$ cat src/sv/sbsi_pkg.sv
// Package of the separable bilinear sub-pixel interpolator.
// Holds the register index codes, field widths and the pipeline stage record.
// Depends on nothing; imported by the top level.
`default_nettype none

package sbsi_pkg;

	localparam int PIX_W    = 8;
	localparam int SMP_W    = 10;
	localparam int CFG_IW   = 8;
	localparam int CFG_DW   = 8;
	localparam int DIM_W    = 10;
	localparam int PHASE_W  = 4;

	typedef enum logic [CFG_IW-1:0] {
		REG_FILTER_MODE  = 8'd0,
		REG_PHASE_PAIR   = 8'd1,
		REG_BLOCK_WIDTH  = 8'd2,
		REG_BLOCK_HEIGHT = 8'd3
	} reg_idx_t;

	typedef enum logic [1:0] {
		MODE_COPY = 2'd0,
		MODE_HOR  = 2'd1,
		MODE_VER  = 2'd2,
		MODE_BOTH = 2'd3
	} filter_mode_t;

	// Everything an item carries from the read stage to the filter stage.
	typedef struct packed {
		logic               emit;
		logic               filt;
		logic               both;
		logic               last;
		logic               wr;
		logic [SMP_W-1:0]   wdata;
		logic [SMP_W-1:0]   direct;
		logic [SMP_W-1:0]   b;
		logic [PHASE_W-1:0] fv;
		logic               fwd;
		logic [SMP_W-1:0]   fwd_data;
	} stage_t;

endpackage

`default_nettype wire

$ cat src/sv/sbsi_ram.sv
// Generic single-port-write, single-port-read synchronous RAM.
// Read data is registered and holds while no read is enabled.
// No dependencies.
`default_nettype none

module sbsi_ram #(
	parameter int WIDTH = 10,
	parameter int DEPTH = 128
) (
	input  wire logic                     clk,
	input  wire logic                     wr_en,
	input  wire logic [$clog2(DEPTH)-1:0] wr_addr,
	input  wire logic [WIDTH-1:0]         wr_data,
	input  wire logic                     rd_en,
	input  wire logic [$clog2(DEPTH)-1:0] rd_addr,
	output logic      [WIDTH-1:0]         rd_data
);

	logic [WIDTH-1:0] mem_q [DEPTH];

	always_ff @(posedge clk) begin
		if (wr_en) begin
			mem_q[wr_addr] <= wr_data;
		end
		if (rd_en) begin
			rd_data <= mem_q[rd_addr];
		end
	end

endmodule

`default_nettype wire

$ cat src/sv/separable_bilinear_subpel_interp.sv
// Top level of the separable 16-phase bilinear sub-pixel interpolator.
// Depends on sbsi_pkg and sbsi_ram (the line store).
//
// The block takes one pixel per clock while in_stall is low and gives at most one sample
// per clock. The first stage computes the horizontal tap and reads the line store; the
// second stage applies the vertical tap and writes the line store back, with the value
// being written forwarded to a read of the same column in the same cycle. The line store
// needs no clearing after reset, because each block fills its columns in its first row
// before it reads them. Any register write restarts the block at its first pixel.
`default_nettype none

module separable_bilinear_subpel_interp
	import sbsi_pkg::*;
#(
	parameter int MAX_LINE = 128
) (
	input  wire logic              clk,
	input  wire logic              arst_n,
	input  wire logic              in_valid,
	output logic                   in_stall,
	input  wire logic [PIX_W-1:0]  pixel,
	output logic                   out_valid,
	input  wire logic              out_stall,
	output logic [SMP_W-1:0]       sample,
	output logic                   last_sample,
	input  wire logic              cfg_valid,
	output logic                   cfg_ready,
	input  wire logic [CFG_IW-1:0] cfg_index,
	input  wire logic [CFG_DW-1:0] cfg_data
);

	localparam int AW = $clog2(MAX_LINE);

	logic [1:0]        filter_mode_q;
	logic [7:0]        phase_pair_q;
	logic [7:0]        block_width_q;
	logic [7:0]        block_height_q;
	logic [PIX_W-1:0]  prev_pixel_q;
	logic [7:0]        col_q;
	logic [7:0]        row_q;

	logic              valid_s1;
	stage_t            st_s1;
	logic [AW-1:0]     addr_s1;
	logic              valid_s2;
	logic [SMP_W-1:0]  sample_s2;
	logic              last_s2;

	logic              move;
	logic              accept;
	logic              cfg_hit;
	logic              hor;
	logic              ver;
	logic [DIM_W-1:0]  w_eff;
	logic [DIM_W-1:0]  h_eff;
	logic [DIM_W-1:0]  win_w;
	logic [DIM_W-1:0]  win_h;
	logic [DIM_W-1:0]  col;
	logic [DIM_W-1:0]  row;
	logic [DIM_W-1:0]  col_p1;
	logic [DIM_W-1:0]  row_p1;
	logic [DIM_W-1:0]  col_nx;
	logic [DIM_W-1:0]  row_nx;
	logic [PHASE_W-1:0] fh;
	logic [4:0]        ch0;
	logic [12:0]       h_acc;
	logic [SMP_W-1:0]  hv;
	logic [AW-1:0]     addr_s0;
	stage_t            st_s0;

	logic [SMP_W-1:0]  rd_data;
	logic [SMP_W-1:0]  m_s1;
	logic [4:0]        cv0_s1;
	logic [14:0]       v_acc;
	logic [SMP_W-1:0]  filt_val;

	assign move      = !valid_s2 || !out_stall;
	assign in_stall  = !move;
	assign accept    = in_valid && move;
	assign cfg_ready = 1'b1;
	assign out_valid   = valid_s2;
	assign sample      = sample_s2;
	assign last_sample = last_s2;

	always_comb begin
		cfg_hit = 1'b0;
		case (reg_idx_t'(cfg_index))
			REG_FILTER_MODE, REG_PHASE_PAIR, REG_BLOCK_WIDTH, REG_BLOCK_HEIGHT: cfg_hit = cfg_valid;
			default: cfg_hit = 1'b0;
		endcase
	end

	always_ff @(posedge clk or negedge arst_n) begin
		if (!arst_n) begin
			filter_mode_q  <= MODE_BOTH;
			phase_pair_q   <= 8'd0;
			block_width_q  <= 8'd8;
			block_height_q <= 8'd8;
		end else if (cfg_valid) begin
			case (reg_idx_t'(cfg_index))
				REG_FILTER_MODE:  filter_mode_q  <= cfg_data[1:0];
				REG_PHASE_PAIR:   phase_pair_q   <= cfg_data;
				REG_BLOCK_WIDTH:  block_width_q  <= cfg_data;
				REG_BLOCK_HEIGHT: block_height_q <= cfg_data;
				default: ;
			endcase
		end
	end

	// Window geometry, position of the incoming pixel, horizontal tap and stage record.
	always_comb begin
		hor = filter_mode_q[0];
		ver = filter_mode_q[1];
		if (block_width_q == 8'd0) begin
			w_eff = DIM_W'(1);
		end else if ({2'b00, block_width_q} > DIM_W'(MAX_LINE)) begin
			w_eff = DIM_W'(MAX_LINE);
		end else begin
			w_eff = {2'b00, block_width_q};
		end
		h_eff = (block_height_q == 8'd0) ? DIM_W'(1) : {2'b00, block_height_q};
		win_w = w_eff + {{(DIM_W-1){1'b0}}, hor};
		win_h = h_eff + {{(DIM_W-1){1'b0}}, ver};
		col = ({2'b00, col_q} >= win_w) ? '0 : {2'b00, col_q};
		row = ({2'b00, row_q} >= win_h) ? '0 : {2'b00, row_q};
		col_p1 = col + DIM_W'(1);
		row_p1 = row + DIM_W'(1);
		if (col_p1 >= win_w) begin
			col_nx = '0;
			row_nx = (row_p1 >= win_h) ? '0 : row_p1;
		end else begin
			col_nx = col_p1;
			row_nx = row;
		end

		fh    = phase_pair_q[3:0];
		ch0   = 5'd16 - {1'b0, fh};
		h_acc = {8'b0, ch0} * {5'b0, prev_pixel_q} + {9'b0, fh} * {5'b0, pixel} + 13'd2;
		hv    = h_acc[11:2];

		addr_s0 = hor ? AW'(col - DIM_W'(1)) : AW'(col);

		st_s0.last     = (col_p1 >= win_w) && (row_p1 >= win_h);
		st_s0.both     = hor;
		st_s0.fv       = phase_pair_q[7:4];
		st_s0.direct   = hv;
		st_s0.b        = hor ? hv : {2'b00, pixel};
		st_s0.wdata    = hor ? hv : {2'b00, pixel};
		st_s0.fwd      = valid_s1 && st_s1.wr && (addr_s1 == addr_s0);
		st_s0.fwd_data = st_s1.wdata;
		case (filter_mode_t'(filter_mode_q))
			MODE_COPY: begin
				st_s0.emit   = 1'b1;
				st_s0.filt   = 1'b0;
				st_s0.wr     = 1'b0;
				st_s0.direct = {pixel, 2'b00};
			end
			MODE_HOR: begin
				st_s0.emit = (col != '0);
				st_s0.filt = 1'b0;
				st_s0.wr   = 1'b0;
			end
			MODE_VER: begin
				st_s0.emit = (row != '0);
				st_s0.filt = 1'b1;
				st_s0.wr   = 1'b1;
			end
			default: begin
				st_s0.emit = (col != '0) && (row != '0);
				st_s0.filt = 1'b1;
				st_s0.wr   = (col != '0);
			end
		endcase
	end

	always_ff @(posedge clk or negedge arst_n) begin
		if (!arst_n) begin
			prev_pixel_q <= '0;
			col_q        <= '0;
			row_q        <= '0;
		end else if (cfg_hit) begin
			col_q <= '0;
			row_q <= '0;
		end else if (accept) begin
			prev_pixel_q <= pixel;
			col_q        <= col_nx[7:0];
			row_q        <= row_nx[7:0];
		end
	end

	sbsi_ram #(
		.WIDTH(SMP_W),
		.DEPTH(MAX_LINE)
	) u_line_store (
		.clk     (clk),
		.wr_en   (valid_s1 && st_s1.wr && move),
		.wr_addr (addr_s1),
		.wr_data (st_s1.wdata),
		.rd_en   (accept),
		.rd_addr (addr_s0),
		.rd_data (rd_data)
	);

	always_ff @(posedge clk or negedge arst_n) begin
		if (!arst_n) begin
			valid_s1 <= 1'b0;
		end else if (move) begin
			valid_s1 <= accept;
		end
	end

	always_ff @(posedge clk) begin
		if (accept) begin
			st_s1   <= st_s0;
			addr_s1 <= addr_s0;
		end
	end

	// Vertical tap on the stored line value.
	always_comb begin
		m_s1     = st_s1.fwd ? st_s1.fwd_data : rd_data;
		cv0_s1   = 5'd16 - {1'b0, st_s1.fv};
		v_acc    = {10'b0, cv0_s1} * {5'b0, m_s1} + {11'b0, st_s1.fv} * {5'b0, st_s1.b}
			+ (st_s1.both ? 15'd8 : 15'd2);
		filt_val = st_s1.both ? v_acc[13:4] : v_acc[11:2];
	end

	always_ff @(posedge clk or negedge arst_n) begin
		if (!arst_n) begin
			valid_s2 <= 1'b0;
		end else if (move) begin
			valid_s2 <= valid_s1 && st_s1.emit;
		end
	end

	always_ff @(posedge clk) begin
		if (move) begin
			sample_s2 <= st_s1.filt ? filt_val : st_s1.direct;
			last_s2   <= st_s1.last;
		end
	end

endmodule

`default_nettype wire
$ cat config.mk
export PLATFORM = sky130hd
export DESIGN_NAME = separable_bilinear_subpel_interp
export DESIGN_NICKNAME = d
export VERILOG_FILES = /design/src/sv/sbsi_pkg.sv /design/src/sv/sbsi_ram.sv /design/src/sv/separable_bilinear_subpel_interp.sv
export SDC_FILE = /design/constraint.sdc
export NUM_CORES = 2
export LEC_CHECK = 0
export BUFFER_PORTS_ARGS = -buffer_cell sky130_fd_sc_hd__clkbuf_2
export CORE_AREA = 2 2 355 498
export CTS_BUF_LIST = sky130_fd_sc_hd__clkbuf_4
export DETAILED_ROUTE_END_ITERATION = 16
export DIE_AREA = 0 0 357 500
export MAX_ROUTING_LAYER = met4
export PLACE_DENSITY = 0.48
export SYNTH_ARGS = -nofsm -noshare
export SYNTH_HDL_FRONTEND = slang
export SYNTH_HIERARCHICAL = 1
export SYNTH_SLANG_ARGS = --single-unit
$ cat constraint.sdc
create_clock -name clk -period 13.8 [get_ports clk]
set_input_delay 2.76 -clock clk [delete_from_list [all_inputs] [get_ports clk]]
set_output_delay 2.76 -clock clk [all_outputs]
set_load 0.02 [all_outputs]
==> metrics.txt <==
status complete, no violations; H-Tree Depth 5; post-route ant nets 0; RR Startpoint filter_mode_q[0]; CP max stage cell dfstp_2; syn_area_per_cell 19.36 sq um; leading area contributor after synthesis edfxtp_1; final setup violating endpoints 0; drt via density 5.222; post-synthesis async set-or-reset flop share 3.714%; most common cell in the synthesized netlist edfxtp_1; number of synthesized flops with an enable pin 1,348; DIE AREA between 0.15 and 0.2 sq mm; Final Critical Period between 9 and 10 ns; vias in the first global route about 34,000; CP arrival 10.04 ns; Core ar. 0.1744 sq mm; Pins Over Slew Limit 0; Hold Crit Start phase_pair_q[7]; unrepaired setup endpoints after global routing no; worst setup margin between 4 and 5 ns; pre-CTS setup slack 4.701 ns; total CTS buffers roughly 350; first-pass GRT wire length 236,100 microns; Die Width 357 microns; CTS resizes 0; die height 500 microns; grt total ovfl 0; # rows about 180; NumNets Final 3,716; cell area after layout just under 0.07 sq mm; Final Power 18.25 mW; VDD IR-drop max 556.6 uV; final hold violation count 0; post-CTS setup buffer count 0; Main synth FF type edfxtp_1; Yosys Warn Count 6; Worst Hold Depth 0; Reg-to-Reg End u_line_store/rd_data[8]; drt pass-1 iters 5; CP Cell Sequence ha_1 -> ha_1 -> nand2_1 -> nor2_1 -> xnor2_1 -> or2_2 -> ha_1 -> a21oi_1 -> nor3b_4 -> nand2_1 -> ha_1 -> nand2_1 -> xor2_4 -> buf_4 -> buf_4 -> mux4_2 -> mux4_2 -> mux4_2 -> mux2_2; crit path buf inv count 2; Lkg Pwr between 20 and 25 nW; detailed-placement wirelength estimate 101,800 microns; Max stage delay on crit path 0.98 ns; r2r setup slk 4.74 ns; drt wl/cell 26.90 microns; Setup TNS Final 0 ns; largest net degree at the start of global routing 121; count of cell types in the netlist 60; DRC 0; Iteration-0 DRC Markers around 2,800; Cell Pwr Density 268.0 mW/mm^2; critical path fanouts, max 58; GRT Overall Usage 18.94%; Setup Skew 0.07743 ns; layout cells sized above 1 31.47%; post-synth top area share 66.72%; Worst Setup Start Kind register; CTS tree done; worst path required time 14.78 ns; worst hold path type reg2reg; Clock Latency Late Sink 1.28 ns; Area contributors post-synth edfxtp_1 67%, mux4_2 16%, fa_1 3.7%, ha_1 2.1%, dfrtp_1 2.0%; fmax 110.4 MHz; Worst path most repeated cell ha_1; clk buf depth 4; top cell family by delay on the critical path simple AND/OR/NAND/NOR gates; #FFs+latches synth 1,400; Max Cap Viol 0; Clock Tree Root clkbuf_4; area grow syn2layout 12.21%; Register-to-Register Path Depth 19; clock sink count 1,400; Synth Cell Area approximately 0.061 sq mm; placed cells 5,423; initial antenna violation count 4; gpl congestion 0.8071; hold endpoint st_s1[14]; Tcrit/Tclk final about two thirds; DR vias 31,390; IO buf count around 40; Post-Route WL 161,700 microns; Syn Inst Count 3,133; Placed Area 0.06401 sq mm; CP Class reg2reg; Starting Density about a third; Setup crit end kind register; Ports 43; sequential fraction of the synthesis area between 60 and 70%; cts hold-fix bufs 0; synth cell count leaders 1,348 x edfxtp_1, 420 x mux4_2, 205 x nor2_1, 139 x nand2_1, 138 x inv_1; clk slew on worst S/H paths 0.07 ns; filler cell count 15,980; Worst-Margin Slew 1.392 ns; final non-filler cell total 6,010; slew margin rel. 6.889%
==> metrics by stage <==
stage / hold slack, ns / utilization [%]
after floorplan: 0.4003 / -
after global placement: 0.4416 / 36.69
after detailed placement: 0.4470 / 36.70
after CTS: 0.4762 / 39.01
after global routing: 0.4834 / 39.02
final: 0.4727 / 39.03
==> power by group <==
| part | leakage (nW) | switching, mW | internal (mW) |
|---|---|---|---|
| Sequential | 12.9 | 0.172 | 5.35 |
| Combinational | 7.55 | 5.44 | 4.04 |
| Clock | 2.42 | 1.62 | 1.63 |
| Total | 22.8 | 7.23 | 11.0 |
==> worst max-delay path by stage <==
stage	from	end	depth (start not counted)
after floorplan	st_s1[17]	sample[9]	17
after global placement	block_width_q[2]	u_line_store/rd_data[8]	22
after detailed placement	filter_mode_q[0]	u_line_store/rd_data[8]	19
after CTS	filter_mode_q[0]	u_line_store/rd_data[8]	19
after global routing	block_width_q[2]	u_line_store/rd_data[8]	22
final	filter_mode_q[0]	u_line_store/rd_data[8]	19
==> sequential cells by signal, indices dropped and copies added (netlist names), 2 cells and up <==
signal	cells
col_q	8
addr_s1	7
st_s1	40
row_q	8
block_width_q	8
block_height_q	8
phase_pair_q	8
u_line_store/mem_q	1280
prev_pixel_q	8
filter_mode_q	2
sample	10
u_line_store/rd_data	10
==> cells in the final DEF, fill, tap and decap left out, drive strengths merged, types with 36 or more instances in the layout <==
cell / instances
a21oi: 40
edfxtp: 1348
buf: 95
nor2: 205
mux2: 67
nand2: 139
ha: 103
inv: 144
and2: 63
nand3: 36
xnor2: 37
dfrtp: 48
clkinv: 99
mux4: 420
clkbuf: 509
fa: 112
==> logic make-up (layout without fill, tap and decap cells) <==
group | Yosys count | after routing | synth area share, %
other | 1 | 13 | 0.006181
xor gates and xnor gates | 58 | 58 | 0.8373
muxes | 506 | 506 | 17.15
and+or+nand+nor | 530 | 530 | 3.987
DFF | 1400 | 1400 | 68.87
AOI/OAI and AO/OA | 137 | 137 | 1.477
buffers and inverters | 286 | 851 | 1.850
adders and majority gates | 215 | 215 | 5.820
==> layer usage <==
metal,GRT usage [%],part of all wire (%)
met5,-,0
met4,6.226,2.8
met1,21.99,38
met2,33.29,54
met3,3.118,4.7
==> final cells by class <==
class                      instances  area, sq um  share of cell area, %
clock buffer                     468         3513                  5.161
sequential                      1400        41790                  61.38
clock inverter                   108        519.2                 0.7628
inverter                         139        524.3                 0.7701
multi-input combinational       1448        17870                  26.25
antenna                           11        27.53                0.04044
timing repair buffer             136        955.9                  1.404
tap                             2300         2878                  4.227
==> worst register-to-register path, stage by stage, from the launching register on <==
cell and delay [ns]:
dfstp_2 0.98, ha_1 0.31, ha_1 0.23, nand2_1 0.07, nor2_1 0.15, xnor2_1 0.08
or2_2 0.30, ha_1 0.18, a21oi_1 0.51, nor3b_4 0.82, nand2_1 0.34, ha_1 0.40
nand2_1 0.33, xor2_4 0.62, buf_4 0.72, buf_4 0.87, mux4_2 0.49, mux4_2 0.52
mux4_2 0.58, mux2_2 0.30
Power figures use the tool's default switching activity.
